$ cat src/hw/rtl/assert_macros.svh
// ---------------------------------------------------------------------------
// assert_macros.svh
// Assertion shorthands for the queue RTL, used by cfq_ctrl.
// ---------------------------------------------------------------------------
`ifndef ASSERT_MACROS_SVH
`define ASSERT_MACROS_SVH

// Clocked assertion, disabled while reset is asserted (active low)
`define CFQ_ASSERT(lbl, clk, rstn, prop) \
  lbl: assert property (@(posedge clk) disable iff (!(rstn)) (prop)) \
    else $error("cfq assertion failed");

// Implication form: antecedent leads to consequent in the next cycle
`define CFQ_ASSERT_NEXT(lbl, clk, rstn, ante, cons) \
  `CFQ_ASSERT(lbl, clk, rstn, (ante) |=> (cons))

`endif

$ cat src/hw/rtl/cfq_pkg.sv
`timescale 1ns / 1ps
// ---------------------------------------------------------------------------
// cfq_pkg
// Types and constants shared by the circular FIFO queue modules.
// ---------------------------------------------------------------------------
package cfq_pkg;

  localparam int unsigned DEPTH_DEF = 16;
  localparam int unsigned WORD_W    = 32;
  localparam int unsigned QSIZE_W   = 5;

  localparam logic [QSIZE_W-1:0] QSIZE_RESET = 5'd16;

  // Operation codes carried in the kind field
  localparam logic KIND_ENQ = 1'b0;
  localparam logic KIND_DEQ = 1'b1;

  typedef enum logic [1:0] {
    STATUS_DONE  = 2'd0,
    STATUS_FULL  = 2'd1,
    STATUS_EMPTY = 2'd2
  } status_t;

  typedef struct packed {
    logic                     kind;
    logic signed [WORD_W-1:0] push_value;
  } in_req_t;

  typedef struct packed {
    status_t                  status;
    logic signed [WORD_W-1:0] popped_value;
    logic                     now_empty;
    logic                     now_full;
    logic signed [WORD_W-1:0] head_value;
    logic signed [WORD_W-1:0] tail_value;
  } out_rsp_t;

  // Controller to datapath commands
  typedef struct packed {
    logic accept;  // request taken this cycle
    logic finish;  // dequeue read data is back, load the result
  } ctrl_cmd_t;

  // Datapath to controller status
  typedef struct packed {
    logic deq_ok;  // pending request is a dequeue on a non-empty queue
  } dp_stat_t;

endpackage

$ cat src/hw/rtl/circular_fifo_queue.sv
`timescale 1ns / 1ps
// ---------------------------------------------------------------------------
// circular_fifo_queue
// Circular-array FIFO of signed 32-bit words with status per request.
// ---------------------------------------------------------------------------
//  channel  | ports                        | payload
//  ---------+------------------------------+-------------------------------
//  input    | in_valid / in_stall          | in_req  (kind, push_value)
//  result   | out_valid / out_stall        | out_rsp (status ... tail_value)
//  config   | cfg_we                       | cfg_wdata (queue_size)
//
//  An enqueue or a rejected request loads the result register on acceptance;
//  a successful dequeue first waits in S_READ on the registered read of the
//  entry RAM for the new head. One result per request, held in an output register
//  while out_stall is high; a new request is taken while that result leaves.
//  Reset clears the ring indices and sets queue_size to 16; no RAM clearing.
//  A write to queue_size empties the queue, stored words are kept.
// ---------------------------------------------------------------------------
module circular_fifo_queue #(
  parameter int unsigned DEPTH = cfq_pkg::DEPTH_DEF
) (
  input  logic                        clk,
  input  logic                        rst_n,
  input  logic                        cfg_we,
  input  logic [cfq_pkg::QSIZE_W-1:0] cfg_wdata,
  input  logic                        in_valid,
  output logic                        in_stall,
  input  cfq_pkg::in_req_t            in_req,
  output logic                        out_valid,
  input  logic                        out_stall,
  output cfq_pkg::out_rsp_t           out_rsp
);

  import cfq_pkg::*;

  ctrl_cmd_t cmd;
  dp_stat_t  stat;

  // sequencer
  cfq_ctrl u_ctrl (
    .clk       (clk),
    .rst_n     (rst_n),
    .in_valid  (in_valid),
    .in_stall  (in_stall),
    .out_valid (out_valid),
    .out_stall (out_stall),
    .stat      (stat),
    .cmd       (cmd)
  );

  // storage and result formation
  cfq_datapath #(
    .DEPTH (DEPTH)
  ) u_dp (
    .clk       (clk),
    .rst_n     (rst_n),
    .cfg_we    (cfg_we),
    .cfg_wdata (cfg_wdata),
    .in_req    (in_req),
    .cmd       (cmd),
    .stat      (stat),
    .out_rsp   (out_rsp)
  );

endmodule

$ cat src/hw/rtl/cfq_ram.sv
`timescale 1ns / 1ps
// ---------------------------------------------------------------------------
// cfq_ram
// Generic single-write, single-read RAM with registered read data.
// ---------------------------------------------------------------------------
module cfq_ram #(
  parameter int unsigned WIDTH = 32,
  parameter int unsigned DEPTH = 16
) (
  input  logic                     clk,
  input  logic                     we,
  input  logic [$clog2(DEPTH)-1:0] waddr,
  input  logic [WIDTH-1:0]         wdata,
  input  logic                     re,
  input  logic [$clog2(DEPTH)-1:0] raddr,
  output logic [WIDTH-1:0]         rdata
);

  logic [WIDTH-1:0] mem [DEPTH];

  // write port
  always_ff @(posedge clk) begin
    if (we) begin
      mem[waddr] <= wdata;
    end
  end

  // registered read port
  always_ff @(posedge clk) begin
    if (re) begin
      rdata <= mem[raddr];
    end
  end

endmodule

$ cat src/hw/rtl/cfq_datapath.sv
`timescale 1ns / 1ps
// ---------------------------------------------------------------------------
// cfq_datapath
// Ring indices, cached head/tail words, entry RAM and result register.
// ---------------------------------------------------------------------------
module cfq_datapath #(
  parameter int unsigned DEPTH = cfq_pkg::DEPTH_DEF
) (
  input  logic                          clk,
  input  logic                          rst_n,
  input  logic                          cfg_we,
  input  logic [cfq_pkg::QSIZE_W-1:0]   cfg_wdata,
  input  cfq_pkg::in_req_t              in_req,
  input  cfq_pkg::ctrl_cmd_t            cmd,
  output cfq_pkg::dp_stat_t             stat,
  output cfq_pkg::out_rsp_t             out_rsp
);

  import cfq_pkg::*;

  localparam int unsigned IW = $clog2(DEPTH);
  localparam int unsigned SW = IW + 1;

  logic [QSIZE_W-1:0] queue_size_r;
  logic [IW-1:0]      head_r, head_nxt;
  logic [IW-1:0]      tail_r, tail_nxt;
  logic [WORD_W-1:0]  head_val_r, head_val_nxt;
  logic [WORD_W-1:0]  tail_val_r, tail_val_nxt;
  logic [WORD_W-1:0]  pop_r;
  out_rsp_t           rsp_r, rsp_nxt;
  logic               rsp_load;

  logic [31:0]        qs_ext;
  logic [SW-1:0]      slots;
  logic               empty_c, full_c;
  logic               enq_ok, deq_ok;
  logic               empty_a, full_a;
  logic               ram_we, ram_re;
  logic [IW-1:0]      ram_raddr;
  logic [WORD_W-1:0]  ram_rdata;

  // next ring slot, wrapping at the active ring size
  function automatic logic [IW-1:0] ring_next(input logic [IW-1:0] i,
                                              input logic [SW-1:0] s);
    logic [SW-1:0] inc;
    inc = {1'b0, i} + SW'(1);
    return (inc == s) ? '0 : inc[IW-1:0];
  endfunction

  // active ring size, clamped to 2..DEPTH
  assign qs_ext = 32'(queue_size_r);
  always_comb begin
    if (qs_ext < 32'd2) begin
      slots = SW'(2);
    end else if (qs_ext > 32'(DEPTH)) begin
      slots = SW'(DEPTH);
    end else begin
      slots = SW'(qs_ext);
    end
  end

  // state before the pending request
  assign empty_c = (head_r == tail_r);
  assign full_c  = (ring_next(tail_r, slots) == head_r);
  assign enq_ok  = (in_req.kind == KIND_ENQ) && !full_c;
  assign deq_ok  = (in_req.kind == KIND_DEQ) && !empty_c;
  assign stat.deq_ok = deq_ok;

  // index and cached word updates
  always_comb begin
    head_nxt     = head_r;
    tail_nxt     = tail_r;
    head_val_nxt = head_val_r;
    tail_val_nxt = tail_val_r;
    if (cmd.accept && enq_ok) begin
      tail_nxt     = ring_next(tail_r, slots);
      tail_val_nxt = in_req.push_value;
      if (empty_c) begin
        head_val_nxt = in_req.push_value;
      end
    end
    if (cmd.accept && deq_ok) begin
      head_nxt = ring_next(head_r, slots);
    end
    if (cmd.finish) begin
      head_val_nxt = ram_rdata;
    end
  end

  // flags after an immediate (non-read) request
  assign empty_a = (head_nxt == tail_nxt);
  assign full_a  = (ring_next(tail_nxt, slots) == head_nxt);

  // result formation
  always_comb begin
    rsp_nxt  = rsp_r;
    rsp_load = 1'b0;
    if (cmd.finish) begin
      rsp_load             = 1'b1;
      rsp_nxt.status       = STATUS_DONE;
      rsp_nxt.popped_value = pop_r;
      rsp_nxt.now_empty    = empty_c;
      rsp_nxt.now_full     = full_c;
      rsp_nxt.head_value   = empty_c ? '0 : ram_rdata;
      rsp_nxt.tail_value   = empty_c ? '0 : tail_val_r;
    end else if (cmd.accept && !deq_ok) begin
      rsp_load = 1'b1;
      if (in_req.kind == KIND_ENQ) begin
        rsp_nxt.status = full_c ? STATUS_FULL : STATUS_DONE;
      end else begin
        rsp_nxt.status = STATUS_EMPTY;
      end
      rsp_nxt.popped_value = '0;
      rsp_nxt.now_empty    = empty_a;
      rsp_nxt.now_full     = full_a;
      rsp_nxt.head_value   = empty_a ? '0 : head_val_nxt;
      rsp_nxt.tail_value   = empty_a ? '0 : tail_val_nxt;
    end
  end

  // entry RAM: write on enqueue, fetch the new head on dequeue
  assign ram_we    = cmd.accept && enq_ok;
  assign ram_re    = cmd.accept && deq_ok;
  assign ram_raddr = head_nxt;

  cfq_ram #(
    .WIDTH (WORD_W),
    .DEPTH (DEPTH)
  ) u_ram (
    .clk   (clk),
    .we    (ram_we),
    .waddr (tail_r),
    .wdata (in_req.push_value),
    .re    (ram_re),
    .raddr (ram_raddr),
    .rdata (ram_rdata)
  );

  // control registers: ring size and indices
  always_ff @(posedge clk) begin
    if (!rst_n) begin
      queue_size_r <= QSIZE_RESET;
      head_r       <= '0;
      tail_r       <= '0;
    end else if (cfg_we) begin
      queue_size_r <= cfg_wdata;
      head_r       <= '0;
      tail_r       <= '0;
    end else begin
      head_r <= head_nxt;
      tail_r <= tail_nxt;
    end
  end

  // payload registers
  always_ff @(posedge clk) begin
    head_val_r <= head_val_nxt;
    tail_val_r <= tail_val_nxt;
    if (cmd.accept && deq_ok) begin
      pop_r <= head_val_r;
    end
    if (rsp_load) begin
      rsp_r <= rsp_nxt;
    end
  end

  assign out_rsp = rsp_r;

endmodule

$ cat src/hw/rtl/cfq_ctrl.sv
`timescale 1ns / 1ps
// ---------------------------------------------------------------------------
// cfq_ctrl
// Request sequencer: accepts requests, waits on dequeue reads, owns out_valid.
// ---------------------------------------------------------------------------
`include "assert_macros.svh"

module cfq_ctrl (
  input  logic                clk,
  input  logic                rst_n,
  input  logic                in_valid,
  output logic                in_stall,
  output logic                out_valid,
  input  logic                out_stall,
  input  cfq_pkg::dp_stat_t   stat,
  output cfq_pkg::ctrl_cmd_t  cmd
);

  import cfq_pkg::*;

  typedef enum logic [1:0] {
    S_IDLE = 2'b01,
    S_READ = 2'b10
  } state_t;

  state_t state_r, state_nxt;
  logic   out_valid_r, out_valid_nxt;
  logic   acc;
  logic   load;

  // take a request when idle and the result slot is free or draining
  assign in_stall = !((state_r == S_IDLE) && (!out_valid_r || !out_stall));
  assign acc      = in_valid && !in_stall;

  assign cmd.accept = acc;
  assign cmd.finish = (state_r == S_READ);

  assign load = (acc && !stat.deq_ok) || (state_r == S_READ);

  // state transitions
  always_comb begin
    state_nxt = state_r;
    unique case (state_r)
      S_IDLE: begin
        if (acc && stat.deq_ok) begin
          state_nxt = S_READ;
        end
      end
      S_READ: begin
        state_nxt = S_IDLE;
      end
      default: begin
        state_nxt = S_IDLE;
      end
    endcase
  end

  // result valid flag
  always_comb begin
    if (load) begin
      out_valid_nxt = 1'b1;
    end else if (!out_stall) begin
      out_valid_nxt = 1'b0;
    end else begin
      out_valid_nxt = out_valid_r;
    end
  end

  always_ff @(posedge clk) begin
    if (!rst_n) begin
      state_r     <= S_IDLE;
      out_valid_r <= 1'b0;
    end else begin
      state_r     <= state_nxt;
      out_valid_r <= out_valid_nxt;
    end
  end

  assign out_valid = out_valid_r;

  // assertions
  `CFQ_ASSERT_NEXT(a_read_one_cycle, clk, rst_n, state_r == S_READ, state_r == S_IDLE)
  `CFQ_ASSERT(a_read_slot_free, clk, rst_n, (state_r == S_READ) |-> !out_valid_r)
  `CFQ_ASSERT_NEXT(a_deq_reads, clk, rst_n, acc && stat.deq_ok, state_r == S_READ)
  `CFQ_ASSERT(a_no_accept_reading, clk, rst_n, (state_r == S_READ) |-> in_stall)

endmodule

$ cat config.mk
export PLATFORM = sky130hd
export DESIGN_NAME = circular_fifo_queue
export DESIGN_NICKNAME = d
export VERILOG_FILES = /design/src/hw/rtl/cfq_pkg.sv /design/src/hw/rtl/circular_fifo_queue.sv /design/src/hw/rtl/cfq_ram.sv /design/src/hw/rtl/cfq_datapath.sv /design/src/hw/rtl/cfq_ctrl.sv
export VERILOG_INCLUDE_DIRS = /design/src /design/src/hw/rtl
export SDC_FILE = /design/constraint.sdc
export NUM_CORES = 1
export LEC_CHECK = 0
export ABC_AREA = 1
export BUFFER_PORTS_ARGS = -buffer_cell sky130_fd_sc_hd__buf_4
export CORE_ASPECT_RATIO = 1.4
export CORE_UTILIZATION = 60
export CTS_BUF_LIST = sky130_fd_sc_hd__clkbuf_4 sky130_fd_sc_hd__clkbuf_8 sky130_fd_sc_hd__clkbuf_16
export DETAILED_ROUTE_END_ITERATION = 10
export GPL_TIMING_DRIVEN = 0
export PLACE_DENSITY = 0.78
export RECOVER_POWER = 50
export SYNTH_ARGS = -nofsm -noshare
export SYNTH_HDL_FRONTEND = slang
export SYNTH_HIERARCHICAL = 1
export SYNTH_SLANG_ARGS = --single-unit
export TNS_END_PERCENT = 5
$ cat constraint.sdc
create_clock -name clk -period 9.75 [get_ports clk]
set_clock_uncertainty 0.15 [all_clocks]
set_input_delay 0.4875 -clock clk [delete_from_list [all_inputs] [get_ports clk]]
set_output_delay 0.4875 -clock clk [all_outputs]
set_load 0.05 [all_outputs]
==> impl_metrics.tcl, run 1 <==
set metrics [dict create \
    antenna_found_initial 2 \
    start_util 0.610 \
    grt_pass1_vias 22300 \
    drv_cap 2 \
    die_w_um 197 \
    die_height_um 275 \
    path_cells "clkbuf_1 -> inv_1 -> nand2_1 -> nand2_2 -> nand2_1 -> nand3_1 -> nor2_2 -> nand2_4 -> nand2_1 -> nand2_1 -> nand2_1 -> nor2_2 -> nand2_1 -> nand2_1 -> buf_6 -> inv_1 -> clkbuf_1 -> nand3b_1 -> nor2_4 -> buf_16" \
    yosys_register_bits 756 \
    drt_iter0_drc 2330 \
    period_share 0.560 \
    nNetsFinal 3294 \
    clock_sinks 756 \
    cts_buffers 69 \
    startpoint "u_dp/queue_size_r[4]$_SDFFE_PN1P_" \
    grt_pass1_wl_mm 126 \
    synthDistinctLibCells 36 \
    r2r-start "u_dp/queue_size_r[4]$_SDFFE_PN1P_" \
    synth.top_cell.area_share 0.635 \
    clock-root-buffer "clkbuf_16" \
    cts_tree "done" \
    start_kind "flip-flop" \
    crit_required_ns 9.90 \
    slew_violations 63 \
    p_per_area_mw_per_mm2 194 \
    syn_avg_cell_area_um2 10.6 \
    wl_mm 85.1 \
    critPathArrivalTime_ns 5.60 \
    netlist_area_mm2 0.0320 \
    track_usage 0.316 \
    min_period_ns 5.46 \
    clockBufferDepth 3 \
    rows 99 \
    layout_common_cells "nand2_1, edfxtp_1, inv_1" \
    numPlacedInstances 3876 \
    hold_viol_final 0 \
    synthArstFlopShare 0 \
    fmax_ghz 0.183 \
    grt.overflow.total 0 \
    power.leakage_uw 0.0152 \
    core_area_mm2 0.0524 \
    slew_headroom -0.117 \
    critical_path.max_fanout 18 \
    ys_seq_area_frac 0.685 \
    post-place-ws_ns 4.78 \
    status "complete, but fails checks" \
    final_antenna_net_count 0 \
    setup_violations 0 \
    cts_max_level 3 \
    tightest_slew_ns 1.68 \
    grt_max_degree 34 \
    layout_setup_ws_ns 4.29 \
    portBuffers 144 \
    yosys_warnings 6 \
    ir_worst_vdd_uv 139 \
    cpMaxStageDelayCell "nor2_4" \
    rr_worst_depth 20 \
    wl_per_cell_um 21.2 \
    num_io_pins 145 \
    route.detailed.drc 0 \
    drt_pass1_iterations 8 \
    ys_top_cells_by_area "edfxtp_1, nand2_1, inv_1" \
    area_growth_pct 13.5 \
    final_common_cell "nand2_1" \
    synth_cells 3005 \
    min-delay-path-class "in2reg" \
    crit_path_end "u_dp/u_ram/mem[9][14]$_DFFE_PP_" \
    dp_hpwl_mm 58.1 \
    clk_latency_ns 0.62 \
    max_stage_delay_ns 0.70 \
    layout.cells.non_filler 4006 \
    critical_path_class "reg2reg" \
    clk_pin_slew_ns 0.07 \
    cp-end-kind "flip-flop" \
    syn_nets 3051 \
    drive_above_1_share 0.0837 \
    via_per_inst 5.68 \
    r2r_end "u_dp/u_ram/mem[9][14]$_DFFE_PP_" \
    violations "capacitance limit, slew limit" \
    synth-edff-count 676 \
    yosysTopAreaCell "edfxtp_1" \
    crit_top_cell "nand2_1" \
    globalplace.congestion 0.879 \
    reg2reg_slack_ns 4.29 \
    vias 22700 \
    dieArea_mm2 0.0542 \
    rsz0062_at_grt "no" \
    synth_ff_type "edfxtp_1" \
]
-- area by class of cell --
type | instances | area [µm²]
Clock inverter | 41 | 407
Clock buffer | 80 | 1840
Multi-Input combinational cell | 1544 | 7150
Antenna cell | 1 | 2.50
Buffer | 145 | 887
Tap cell | 707 | 885
Fill cell | 3727 | 16100
Sequential cell | 756 | 21900
Timing Repair Buffer | 172 | 1100
Inverter | 560 | 2100
-- what timing repair did --
action | in CTS | in global routing
resized for setup | 0 | 0
hold buffers | 8 | 0
buffers inserted | 0 | 0
hold endpoints to repair | 5 | 0
-- cells by family (layout without fill, tap and decap cells) --
kind of cell | after synthesis | in the layout | share of synthesized area
compound gates | 205 | 205 | 0.0396
xor+xnor | 12 | 12 | 0.00329
fa+ha+maj | 3 | 3 | 0.00117
buf+inv | 705 | 998 | 0.0938
flops | 756 | 756 | 0.685
other cells | 0 | 1 | 0
simple gates | 1324 | 1324 | 0.177
-- cell usage after synthesis (8+ instances only) --
| master | n |
|---|---|
| o21bai_1 | 24 |
| nor2_1 | 41 |
| buf_2 | 48 |
| nor2_2 | 8 |
| inv_1 | 551 |
| o22ai_1 | 56 |
| nand2_2 | 14 |
| o211ai_1 | 9 |
| buf_6 | 31 |
| buf_4 | 11 |
| o21ai_0 | 64 |
| nand3_1 | 412 |
| a21oi_1 | 9 |
| o21a_1 | 32 |
| buf_1 | 19 |
| xor2_1 | 9 |
| nand2_1 | 824 |
| edfxtp_1 | 676 |
| dfxtp_1 | 80 |
| o21ai_1 | 9 |
| clkbuf_1 | 35 |
-- critical path: cells and delay by family, from the launching register on --
kind | cells | cell delay, ns
DFF | 1 | 0.32
and+or+nand+nor | 14 | 2.74
buffers and inverters | 6 | 1.88
-- where the power goes --
group | total (µW) | leakage [µW] | internal, µW | switching [µW]
clock network | 2720 | 0.00111 | 1540 | 1170
logic | 614 | 0.00726 | 148 | 466
registers | 3720 | 0.00685 | 3670 | 46.1
-- per-layer routing --
| layer | global-route usage | vias to the layer above | share of wire |
|---|---|---|---|
| met5 | 0 | - | 0 |
| met4 | 0.186 | 0 | 0.056 |
| met3 | 0.0509 | 318 | 0.085 |
| met2 | 0.554 | 1348 | 0.50 |
| met1 | 0.366 | 10800 | 0.35 |
| li1 | - | 10300 | - |
-- worst min path at each step --
stage,startpoint,depth (start not counted),endpoint
finish,rst_n,3,u_ctrl/out_valid$_SDFFE_PN0P_
floorplan,u_dp/head_val_r[24]$_DFF_P_,0,u_dp/pop_r[24]$_DFFE_PP_
CTS,rst_n,3,u_dp/queue_size_r[3]$_SDFFE_PN0P_
detailed placement,u_dp/head_val_r[31]$_DFF_P_,0,u_dp/pop_r[31]$_DFFE_PP_
global placement,u_dp/head_val_r[24]$_DFF_P_,0,u_dp/pop_r[24]$_DFFE_PP_
global route,rst_n,3,u_dp/queue_size_r[3]$_SDFFE_PN0P_
-- metrics by stage --
stage | area, µm² | util | TNS [ns] | total power, µW | hold WS (ns)
after floorplan | 32000 | - | 0 | 4210 | 0.259
after global placement | 33900 | 0.648 | -140.44 | 4410 | 0.267
after detailed placement | 34500 | 0.659 | 0 | 4440 | 0.266
after CTS | 36900 | 0.704 | 0 | 7110 | 0.0144
after global routing | 36300 | 0.692 | 0 | 7240 | 0.0421
final | 36300 | 0.692 | 0 | 7050 | 0.0323
-- state kept, by name (all words and copies together), names as in the netlist --
signal,flops
u_dp/u_ram/rdata,32
u_dp/head_val_r,32
u_ctrl/out_valid,1
u_dp/head_r,4
u_dp/queue_size_r,5
u_dp/tail_r,4
u_dp/u_ram/mem,512
u_dp/tail_val_r,32
u_ctrl/state_r,2
u_dp/pop_r,32
u_dp/out_rsp,100
(Power assumes the default switching activity.)
==> run 2: changes to the inputs <==
- CORE_UTILIZATION: 60 -> 55
- PLACE_DENSITY: 0.78 -> 0.75
- clock period: 9.75 -> 4.4 ns (I/O delays scaled with it)
==> impl_metrics.tcl, run 2 (synthesis results as in run 1) <==
set metrics [dict create \
    largest_register_ffs 512 \
    period_share 0.955 \
    core_area_mm2 0.0575 \
    fmax_ghz 0.238 \
    min-delay-path-class "in2reg" \
    die_w_um 206 \
    setup_violations 0 \
    antenna_found_initial 1 \
    critPathArrivalTime_ns 4.36 \
    cts_buffers 68 \
    slew_violations 13 \
    postPlaceCellArea_mm2 0.0346 \
    nNetsFinal 3343 \
    tightest_slew_ns 2.06 \
    final_cell_area_mm2 0.0370 \
    grt.overflow.total 0 \
    vias 22900 \
    final_common_cell "nand2_1" \
    dp_hpwl_mm 59.3 \
    dieArea_mm2 0.0591 \
    cp-end-kind "flip-flop" \
    drive_above_1_share 0.0916 \
    final_antenna_net_count 0 \
    start_kind "flip-flop" \
    ir_worst_vdd_uv 243 \
    critical_path.max_fanout 18 \
    cts_tree "done" \
    clockBufferDepth 3 \
    grt_pass1_wl_mm 127 \
    violations "capacitance limit, slew limit" \
    rows 104 \
    wl_mm 86.1 \
    reg2reg_slack_ns 0.20 \
    via_per_inst 5.58 \
    clk_latency_ns 0.61 \
    area_growth_pct 15.7 \
    status "complete, but fails checks" \
    critical_path_class "reg2reg" \
    largest-register "u_dp/u_ram/mem" \
    start_util 0.556 \
    die_height_um 287 \
    drt_pass1_iterations 9 \
    wl_per_cell_um 21.0 \
    clock_sinks 756 \
    clk_pin_slew_ns 0.06 \
    slew_headroom -0.388 \
    crit_required_ns 4.55 \
    portBuffers 144 \
    min_period_ns 4.20 \
    hold_ws_ns 0.101 \
    drv_cap 1 \
    grt_pass1_vias 22700 \
    cts_max_level 3 \
    route.detailed.drc 0 \
    hold_viol_final 0 \
    layout_common_cells "nand2_1, edfxtp_1, inv_1" \
    p_per_area_mw_per_mm2 423 \
    track_usage 0.292 \
    grt_max_degree 35 \
    num_io_pins 145 \
    drt_iter0_drc 2451 \
    globalplace.congestion 0.911 \
    clock-root-buffer "clkbuf_16" \
    power.leakage_uw 0.0155 \
]
[run 2: cell types whose count changed in the layout (fill, tap and decap cells not counted), moves of 4 or more]
cell,previous run,this run
buf_12,9,15
clkbuf_2,0,4
clkinv_1,13,8
clkbuf_1,174,167
clkbuf_4,11,23
dlygate4sd3_1,8,53
[run 2: final cells by class]
cell class	instances	area (µm²)
Fill cell	4295	20500
Timing Repair Buffer	222	1670
Clock inverter	33	303
Tap cell	742	928
Inverter	560	2100
Sequential cell	756	21900
Clock buffer	92	1970
Buffer	145	903
Antenna cell	1	2.50
Multi-Input combinational cell	1544	7180
[run 2: path summary, 6_finish.rpt]
check	from	to	cells past startpoint
hold / removal	cfg_we	u_dp/tail_r[1]$_SDFF_PP0_	4
setup / recovery	u_dp/tail_r[0]$_SDFF_PP0_	u_dp/u_ram/mem[9][14]$_DFFE_PP_	19
hold reg to reg	u_dp/head_val_r[4]$_DFF_P_	u_dp/pop_r[4]$_DFFE_PP_	0
setup reg to reg	u_dp/tail_r[0]$_SDFF_PP0_	u_dp/u_ram/mem[9][14]$_DFFE_PP_	19
[run 2: per-stage QoR]
stage / utilization / TNS (ns) / cells / setup slack [ns] / total power [µW]
4_1_cts: 0.651 / 0 / 4093 / 0.0212 / 15800
3_3_place_gp: 0.591 / -1055.21 / 3891 / -2.15 / 9770
3_5_place_dp: 0.601 / -109.61 / 3911 / -0.380 / 9840
5_1_grt: 0.643 / -0.0354 / 4094 / -0.00718 / 16100
6_report: 0.643 / 0 / 4095 / 0.197 / 15600
2_1_floorplan: - / 0 / 3005 / 0.0420 / 9300
[run 2: where the power goes]
| group | switching [µW] | internal [µW] |
|---|---|---|
| combinational | 1040 | 364 |
| clock | 2580 | 3410 |
| sequential | 100 | 8140 |
| total | 3730 | 11900 |
[run 2: routing by layer]
layer	track usage	vias to the layer above	wire, µm
met5	0	-	13
met4	0.162	2	4900
met2	0.521	1351	44000
li1	-	10400	-
met3	0.0420	332	6960
met1	0.334	10800	30300
[run 2: what timing repair did]
item | in CTS | in global routing
hold buffers | 53 | 0
setup buffers | 4 | 1
gates resized for setup | 2 | 14
pin swaps | 3 | 1
endpoints found under the setup margin | 500 | 317
hold endpoints to repair | 547 | 0
[run 2: worst max-delay path, stage by stage (launching register included)]
cell,delay (ns)
dfxtp_2,0.49
ha_1,0.26
xnor2_1,0.16
inv_1,0.10
nand2_1,0.09
nand2_2,0.06
nor2_4,0.10
nand2_4,0.09
nand2_1,0.11
nand2_1,0.07
nand2_1,0.08
nor2_2,0.06
nand2_4,0.12
nand2_4,0.10
buf_6,0.19
inv_1,0.11
clkbuf_4,0.28
nand3b_1,0.37
nor2_4,0.65
buf_16,0.26
